File: config.mk
export PLATFORM = sky130hd
export DESIGN_NAME = rcnc_div
export DESIGN_NICKNAME = d
export VERILOG_FILES = /design/src/rtl/rcnc_div.sv
export SDC_FILE = /design/constraint.sdc
export NUM_CORES = 1
export LEC_CHECK = 0
export BUFFER_PORTS_ARGS = -buffer_cell sky130_fd_sc_hd__buf_2
export CORE_MARGIN = 1.5
export CORE_UTILIZATION = 43
export CTS_CLUSTER_DIAMETER = 40
export DETAILED_ROUTE_END_ITERATION = 16
export HOLD_SLACK_MARGIN = 0.15
export SLEW_MARGIN = 0
export SYNTH_ARGS = -nofsm -noshare
export SYNTH_HDL_FRONTEND = slang
export SYNTH_SLANG_ARGS = --single-unit
File: constraint.sdc
create_clock -name clk -period 2.86 [get_ports clk]
set_clock_uncertainty 0.05 [all_clocks]
set_input_delay 0.143 -clock clk [delete_from_list [all_inputs] [get_ports clk]]
set_output_delay 0.143 -clock clk [all_outputs]
set_load 0.02 [all_outputs]
File: src/rtl/rcnc_div.sv
// Pipelined restoring divider, one quotient bit per stage, with sideband.
module rcnc_div #(
    parameter int LANES  = 1,
    parameter int DEN_W  = 10,
    parameter int Q_W    = 20,
    parameter int SIDE_W = 1
) (
    input  logic                              clk,
    input  logic                              rst_n,
    input  logic                              en,
    input  logic                              in_valid,
    input  logic [LANES-1:0][DEN_W-1:0]       den,
    input  logic [LANES-1:0][DEN_W-1:0]       rem_in,  // must be below den
    input  logic [LANES-1:0][Q_W-1:0]         num_in,
    input  logic [SIDE_W-1:0]                 side_in,
    output logic                              out_valid,
    output logic [LANES-1:0][Q_W-1:0]         quo,
    output logic [LANES-1:0][DEN_W-1:0]       rem,
    output logic [SIDE_W-1:0]                 side_out
);

    logic                        v_reg    [Q_W+1];
    logic [LANES-1:0][DEN_W-1:0] d_reg    [Q_W+1];
    logic [LANES-1:0][DEN_W-1:0] r_reg    [Q_W+1];
    logic [LANES-1:0][Q_W-1:0]   nq_reg   [Q_W+1];
    logic [SIDE_W-1:0]           side_reg [Q_W+1];

    always_ff @(posedge clk or negedge rst_n)
    begin
        if (!rst_n)
        begin
            v_reg[0] <= 1'b0;
        end
        else if (en)
        begin
            v_reg[0] <= in_valid;
        end
    end

    always_ff @(posedge clk)
    begin
        if (en)
        begin
            d_reg[0]    <= den;
            r_reg[0]    <= rem_in;
            nq_reg[0]   <= num_in;
            side_reg[0] <= side_in;
        end
    end

    for (genvar s = 0; s < Q_W; s++)
    begin : g_stage
        logic [LANES-1:0][DEN_W-1:0] r_next;
        logic [LANES-1:0][Q_W-1:0]   nq_next;

        always_comb
        begin
            logic [DEN_W:0] trial;
            logic           ge;
            for (int l = 0; l < LANES; l++)
            begin
                trial = {r_reg[s][l], nq_reg[s][l][Q_W-1]};
                ge    = trial >= {1'b0, d_reg[s][l]};
                r_next[l]  = ge ? DEN_W'(trial - {1'b0, d_reg[s][l]}) : trial[DEN_W-1:0];
                nq_next[l] = {nq_reg[s][l][Q_W-2:0], ge};
            end
        end

        always_ff @(posedge clk or negedge rst_n)
        begin
            if (!rst_n)
            begin
                v_reg[s+1] <= 1'b0;
            end
            else if (en)
            begin
                v_reg[s+1] <= v_reg[s];
            end
        end

        always_ff @(posedge clk)
        begin
            if (en)
            begin
                d_reg[s+1]    <= d_reg[s];
                r_reg[s+1]    <= r_next;
                nq_reg[s+1]   <= nq_next;
                side_reg[s+1] <= side_reg[s];
            end
        end
    end

    assign out_valid = v_reg[Q_W];
    assign quo       = nq_reg[Q_W];
    assign rem       = r_reg[Q_W];
    assign side_out  = side_reg[Q_W];

endmodule

### Word-level counts from Yosys, hierarchy flattened

Memories as Yosys holds them, arrays and structs flattened.
Cells that the tools add are included.
Widths: inputs -> output; s select.

| word-level totals | value |
|---|---|
| register bits after elaboration | 21 |
| RAM bits | 861 |
| output and inout bits | 32 |
| logic and storage cells | 87 |
| memories kept | 4 |

Memory list:

| memory | words | bits a word | read ports | clocked after Yosys merged registers in | wr ports | line | RTL |
|---|---|---|---|---|---|---|---|
| nq_reg | 21 | 20 | 21 | 0 | 21 | 25 | `logic [LANES-1:0][Q_W-1:0] nq_reg [Q_W+1];` |
| d_reg | 21 | 10 | 20 | 0 | 21 | 23 | `logic [LANES-1:0][DEN_W-1:0] d_reg [Q_W+1];` |
| r_reg | 21 | 10 | 21 | 0 | 21 | 24 | `logic [LANES-1:0][DEN_W-1:0] r_reg [Q_W+1];` |
| side_reg | 21 | 1 | 21 | 0 | 21 | 26 | `logic [SIDE_W-1:0] side_reg [Q_W+1];` |

| operators by class | value |
|---|---|
| add/subtract/negate cells | 20 |
| $lt $le $gt $ge | 20 |
| mux-type cells | 22 |

Operator list:

| kind | number |
|---|---|
| $ge 11x10->1 | 20 |
| $mux 10 | 20 |
| $sub 10x10->10 | 20 |
| $mux 1 | 2 |

### Logic depth before layout (Yosys ltp)

Gate-level depths: netlist of the first run.

| logic depth | value |
|---|---|
| depth after elaboration | 2 |
| gate-level depth with buffers | 9 |

### Worst setup path after synthesis of the first run

Ideal clock, no wire load.

| timing path | value |
|---|---|
| path type | register to register |
| start | mem nq_reg[0][19] (netlist name) |
| end | mem r_reg[0][18] (netlist name) (data pin) |
| setup time | 0.260 ns |
| arrival time | 2.018 ns |
| required time | 2.550 ns |
| setup slack | 0.532 ns |
| cell stages (with the launch flop) | 10 |
| buffers on the path | 0 |
| period minus slack after synthesis | 2.328 ns |
| cell sequence | edfxtp_1 inv_1 ha_1 inv_1 fa_1 a211oi_1 o21bai_1 a221oi_1 xnor2_1 mux2_4 |

RTL lines:

| what | line |
|---|---|
| start: declaration | 25 |
| end: declaration | 24 |

==> results of run 1 <==
## timing repair
item | in CTS | in global routing
hold buffers | 87 | 0
setup buffers | 0 | 0
resized for setup | 0 | 0
hold endpoints to repair | 322 | 0
## stage by stage
| stage | total power [mW] | setup WS (ns) |
|---|---|---|
| after floorplan | 30.2 | 0.532 |
| after global placement | 33.0 | 0.331 |
| after detailed placement | 33.4 | 0.288 |
| after CTS | 50.3 | 0.259 |
| after global routing | 52.4 | 0.0665 |
| final | 49.7 | 0.227 |
## power groups by stage
stage	clock network [mW]	logic (mW)	registers (mW)
final	16.5	14.8	18.5
after floorplan	0	12.1	18.1
after detailed placement	0	14.7	18.7
after global routing	17.5	16.2	18.7
after global placement	0	14.4	18.7
after CTS	17.0	14.9	18.5
## cell type report
type / instances / area share
antenna: 1 / 0.0000540
clock buffer: 151 / 0.0760
clock inverter: 104 / 0.0252
inverter: 260 / 0.0221
multi-input combinational: 1263 / 0.246
sequential: 872 / 0.562
tap: 1165 / 0.0314
timing repair buffer: 197 / 0.0370
## worst reg2reg max path, cell delays in order (launching register included)
cell	delay, ns
edfxtp_1	0.35
inv_1	0.08
ha_1	0.15
inv_1	0.05
fa_1	0.43
a211oi_1	0.32
o21bai_1	0.19
a221oi_1	0.37
xnor2_1	0.12
mux2_4	0.26
## path summary, 6_finish.rpt
check | from | to | slack (ns) | cells past startpoint
worst min register to register | nq_reg[0][35] | nq_reg[0][56] | 0.34 | 0
worst max-delay path | nq_reg[1][99] | r_reg[1][58] | 0.23 | 9
max in group asynchronous | rst_n | v_reg[17] | 1.60 | 3
worst max register to register | nq_reg[1][99] | r_reg[1][58] | 0.23 | 9
worst min-delay path | nq_reg[0][35] | nq_reg[0][56] | 0.34 | 0
min in group asynchronous | rst_n | v_reg[3] | 0.60 | 3
## layer usage
layer | vias up | global-route usage | routed length, um
met3 | 143 | 0.0330 | 2570
met1 | 9908 | 0.183 | 29200
met5 | - | 0 | 0
met2 | 344 | 0.247 | 32600
li1 | 9832 | - | -
met4 | 0 | 0.0642 | 1780
## logic make-up after synthesis
family | count (synthesis)
muxes | 201
xor gates and xnor gates | 140
buffers and inverters | 292
and+or+nand+nor | 318
DFF | 872
AOI/OAI and AO/OA | 384
adders and majority gates | 220
## cells in the final DEF, fill, tap and decap left out, types with 21 or more instances in the layout
cell type,n
dlygate4sd3_1,87
nor2b_1,23
buf_2,75
inv_6,21
xnor2_1,100
nand3_1,27
nand2_1,98
clkbuf_16,139
a21oi_1,106
mux2_1,26
nor4_1,42
inv_1,240
edfxtp_1,851
ha_1,200
a21o_1,41
xor2_1,40
dfrtp_1,21
nor2_1,60
mux2_2,22
mux2_4,133
o21ai_0,40
==> results.md, run 1 <==
- Post-synthesis xor/xnor area fraction: 0.0317
- Final Non-Filler Cells: 4013
- Seq/Total Area, Yosys: 0.673
- Post-Synthesis Mean Instance Area: 16.0 um2
- CTS buffer count: 137
- Adder-cell area share of the yosys netlist: 0.0749
- Area after DPL: 40800 um2
- Reg area: 26100 um2
- Seq cells post-synth: 872
- Die W: 303 um
- Worst EP required: 3.26 ns
- Slowest CP cell: fa_1
- Die Area: 91900 um2
- Area grow syn2layout: 19.7%
- Buf/Inv on CP: 2
- Status: finished clean
- Synth Net Count: 2692
- Worst-Margin Slew: 0.916 ns
- Worst Path Arrival: 3.03 ns
- GRT overflow: 0
- Ys Warns: 0
- RSZ-0062 raised after global routing: no
- Antenna-violating nets left: 0
- P_int: 35.2 mW
- CP Cell Sequence: inv_1, ha_1, inv_1, fa_1, a211oi_1, o21bai_1, a221oi_1, xnor2_1, mux2_4
- First-pass GRT wire length: 107000 um
- Gpl congestion: 0.868
- Sw frac: 0.292
- Die Y: 303 um
- Via count of the first global-routing pass: 21100
- Initial core utilization: 0.436
- Post-route cell area: 46400 um2
- IO buf count: 76
- Delay-heaviest family, CP: compound AO/OA/AOI/OAI gates
- Mux share of post-synthesis cell area: 0.0707
- Synth Flop Type: edfxtp_1
- Crit. End Element: flip-flop
- Most frequent CP cell: inv_1
- Compound-gate portion of the synthesized area: 0.0749
- NumNets Final: 2996
- Post-layout min period: 2.63 ns
- Main combinational cell family by area after synthesis: compound AO/OA/AOI/OAI gates
- Max-Cap Viols: 0
- Pwr Density: 1070 nW/um2
- Slew margin rel.: 0.388
- Netlist cell types: 42
- Largest net degree at the start of global routing: 114
- Final TNS setup: 0 ns
- I/O Pins: 77
- Top post-synthesis cells by count: edfxtp_1, inv_1, ha_1, mux2_4, a21oi_1
- Dominant cells by area after synthesis: edfxtp_1, ha_1, mux2_4, inv_1, xnor2_1
- Fillers: 7145
- DRC errors left: 0
- Area leader, netlist: edfxtp_1
- Core area: 88800 um2
- Vias per cell: 5.04
- Dpl hpwl: 45300 um
- Worst hold margin: 0.338 ns
- Routed vias: 20200
- Hold Crit Class: flip-flop to flip-flop
- Pre-Repair DR Iteration Count: 5
- Crit Path Category: flip-flop to flip-flop
- Number of DRC markers in iteration 0: 1083
- Final core utilization: 0.522
- Initial antenna violation count: 0
- Netlist Area Pre-Place: 38700 um2
- Clock Sinks: 872
- Post-DR wirelength/cell: 16.5 um
- Worst-path clk slew: 0.05 ns
- Share of layout cells above drive strength 1: 0.205
- Share of the synthesized area in the top cell type: 0.660
- Clock power frac: 0.331
- H-tree levels: 4
- Max reg flops: 420
- Fmax: 380 MHz
- CP max stage delay: 0.43 ns
- Total track usage: 0.147
- Startpoint type of the worst setup path: flip-flop
- Tcrit/Tclk final: 0.921
- Post-synth EDFFs: 851
- Area taken by multi-input logic gates: 11400 um2
- Synth Area in Simple Gates: 0.0422
- Worst-case clock buffer depth: 3
- Row Count: 109
- Seq pwr share: 0.371
- Top-count cell post-synth: edfxtp_1
- Max Slew Vio Count: 0
- Clock root buffer master: clkbuf_16
- Sw Pwr: 14.5 mW
- Placed insts: 3670
- Post-synth ARST share: 0.0241
- Mapped Cells: 2427
- CTS tree: built
- # setup viols final: 0
- Worst skew pair latency: 0.71 ns
- Worst VDD drop: 0.720 mV
- Worst-path fanout max: 3
- Leak Pwr: 18.2 nW
- Total detailed-routing wirelength: 66200 um
- Combinational power share: 0.298
- Final count of hold timing violations: 0
Note: power is estimated with default switching activity, not from simulation.
==> run 2, diff against run 1 <==
--- a/config.mk
+++ b/config.mk
@@ -11,6 +11,7 @@
 export CTS_CLUSTER_DIAMETER = 40
 export DETAILED_ROUTE_END_ITERATION = 16
 export HOLD_SLACK_MARGIN = 0.15
+export RECOVER_POWER = 50
 export SLEW_MARGIN = 0
 export SYNTH_ARGS = -nofsm -noshare
 export SYNTH_HDL_FRONTEND = slang
==> run 2 against run 1 <==
  * The run now ends with capacitance limit, slew limit left
  * Utilization down 0.072 points
  * Die area is the same
  * Via count grew 0.21%
  * Final cell count unchanged
  * Power about the same
  * Combinational power hardly changed
  * Critical path type unchanged
==> results.md, run 2 (synthesis results as in run 1) <==
- Max Slew Vio Count: 44 (+44)
- Crit. End Element: flip-flop
- Clock root buffer master: clkbuf_16
- Initial core utilization: 0.436 (unchanged)
- I/O Pins: 77 (unchanged)
- Die Area: 91900 um2 (unchanged)
- Routed vias: 20300 (+0.21%)
- Vias per cell: 5.05 (+0.21%)
- Worst-Margin Slew: 1.75 ns (+0.833 ns)
- Leak Pwr: 18.2 nW (-0.18%)
- Final TNS setup: 0 ns (unchanged)
- Status: finished, violations left
- RSZ-0062 raised after global routing: no
- H-tree levels: 4 (unchanged)
- Total detailed-routing wirelength: 66200 um (about the same)
- # setup viols final: 0 (unchanged)
- Final count of hold timing violations: 0 (unchanged)
- CTS tree: built
- Post-route cell area: 46300 um2 (-0.14%)
- Worst-path clk slew: 0.05 ns (about the same)
- Most frequent cells in the layout: edfxtp_1, inv_1, ha_1
- Post-cts resize count: 0 (unchanged)
- Clock Sinks: 872 (unchanged)
- IO buf count: 76 (unchanged)
- Startpoint type of the worst setup path: flip-flop
- Failing checks: capacitance limit, slew limit
- Area after DPL: 40800 um2 (unchanged)
- Via count of the first global-routing pass: 21100 (unchanged)
- Largest net degree at the start of global routing: 114 (unchanged)
- Post-layout min period: 2.62 ns (-0.0133 ns)
- NumNets Final: 2996 (unchanged)
- Area grow syn2layout: 19.5%
- Worst EP required: 3.26 ns (about the same)
- Worst VDD drop: 0.719 mV (-0.14%)
- Core area: 88800 um2 (unchanged)
- Pwr Density: 1070 nW/um2 (about the same)
- Total power: 49.7 mW (about the same)
- Worst-case clock buffer depth: 3 (unchanged)
- Setup Fix Bufs, Post-CTS: 0 (unchanged)
- Share of layout cells above drive strength 1: 0.203 (-0.00176)
- Antenna-violating nets left: 0 (unchanged)
- Post-DR wirelength/cell: 16.5 um (about the same)
- Tcrit/Tclk final: 0.916 (-0.00466)
- Total track usage: 0.147 (unchanged)
- Max reg flops: 420 (unchanged)
- Hold Crit Class: flip-flop to flip-flop
- P_int: 35.2 mW (about the same)
- Pre-Repair DR Iteration Count: 6 (+1)
- Combinational power share: 0.297 (about the same)
- Worst Path Arrival: 3.02 ns (about the same)
- DRC errors left: 0 (unchanged)
- Initial antenna violation count: 0 (unchanged)
- Die Y: 303 um (unchanged)
- Row Count: 109 (unchanged)
- Seq pwr share: 0.371 (about the same)
- Dpl hpwl: 45300 um (unchanged)
- Max-Cap Viols: 1 (+1)
- Worst skew pair latency: 0.71 ns (about the same)
- Number of DRC markers in iteration 0: 1082 (-0.092%)
- Gpl congestion: 0.868 (unchanged)
- Sw frac: 0.292 (about the same)
- Most common library cell in the layout ignoring fill and taps: edfxtp_1
- Clock power frac: 0.331 (about the same)
- Fmax: 382 MHz (+0.51%)
- Die W: 303 um (unchanged)
- Worst-path fanout max: 3 (unchanged)
- Sw Pwr: 14.5 mW (about the same)
- Slew margin rel.: -0.166 (-0.553)
- First-pass GRT wire length: 107000 um (unchanged)
- CTS buffer count: 137 (unchanged)
- Final core utilization: 0.522 (-0.000719)
- GRT overflow: 0 (unchanged)
- Crit Path Category: flip-flop to flip-flop
[run 2: critical path, cell delays in order (launching register included)]
cell      delay, ns
edfxtp_1       0.35
inv_1          0.08
ha_1           0.15
inv_1          0.05
fa_1           0.43
a211oi_1       0.32
o21bai_1       0.19
a221oi_1       0.36
xnor2_1        0.11
mux2_4         0.26
[run 2: final cells by class]
cell class,instances,area [um2]
Fill cell,7149,42500
Sequential cell,872,26100
Multi-Input combinational cell,1263,11400
Clock buffer,151,3520
Timing Repair Buffer,197,1650
Tap cell,1165,1460
Clock inverter,104,1170
Inverter,260,1020
Antenna cell,1,2.50
[run 2: worst paths after layout]
kind	startpoint	end	slack, ns	cells after the start
setup / recovery	nq_reg[1][99]	r_reg[1][58]	0.24	9
max in group asynchronous	rst_n	v_reg[17]	1.59	3
hold / removal	nq_reg[0][35]	nq_reg[0][56]	0.34	0
hold reg to reg	nq_reg[0][35]	nq_reg[0][56]	0.34	0
setup reg to reg	nq_reg[1][99]	r_reg[1][58]	0.24	9
min in group asynchronous	rst_n	v_reg[3]	0.61	3
[run 2: through the flow]
stage	std cells	setup WS [ns]	hold slack [ns]
floorplan	2427	0.532	-0.203
global placement	3670	0.331	0.0529
detailed placement	3670	0.288	0.0699
CTS	4012	0.259	0.338
global route	4012	0.0665	0.338
finish	4013	0.241	0.338
[run 2: layer usage]
metal	vias to the layer above	global-route usage	share of wire
met3	143	0.0330	0.038
met4	0	0.0642	0.027
met2	360	0.247	0.49
li1	9829	-	-
met1	9938	0.183	0.44
met5	-	0	0
[run 2: power groups by stage]
stage / logic, mW / registers [mW] / clock network (mW)
after global routing: 16.2 / 18.7 / 17.5
after global placement: 14.4 / 18.7 / 0
final: 14.8 / 18.5 / 16.5
after floorplan: 12.1 / 18.1 / 0
after CTS: 14.9 / 18.5 / 17.0
after detailed placement: 14.7 / 18.7 / 0
[run 2: what timing repair did]
action / in CTS / in global routing
endpoints found under the setup margin: 0 / 0
hold buffers: 87 / 0
hold endpoints to repair: 322 / 0
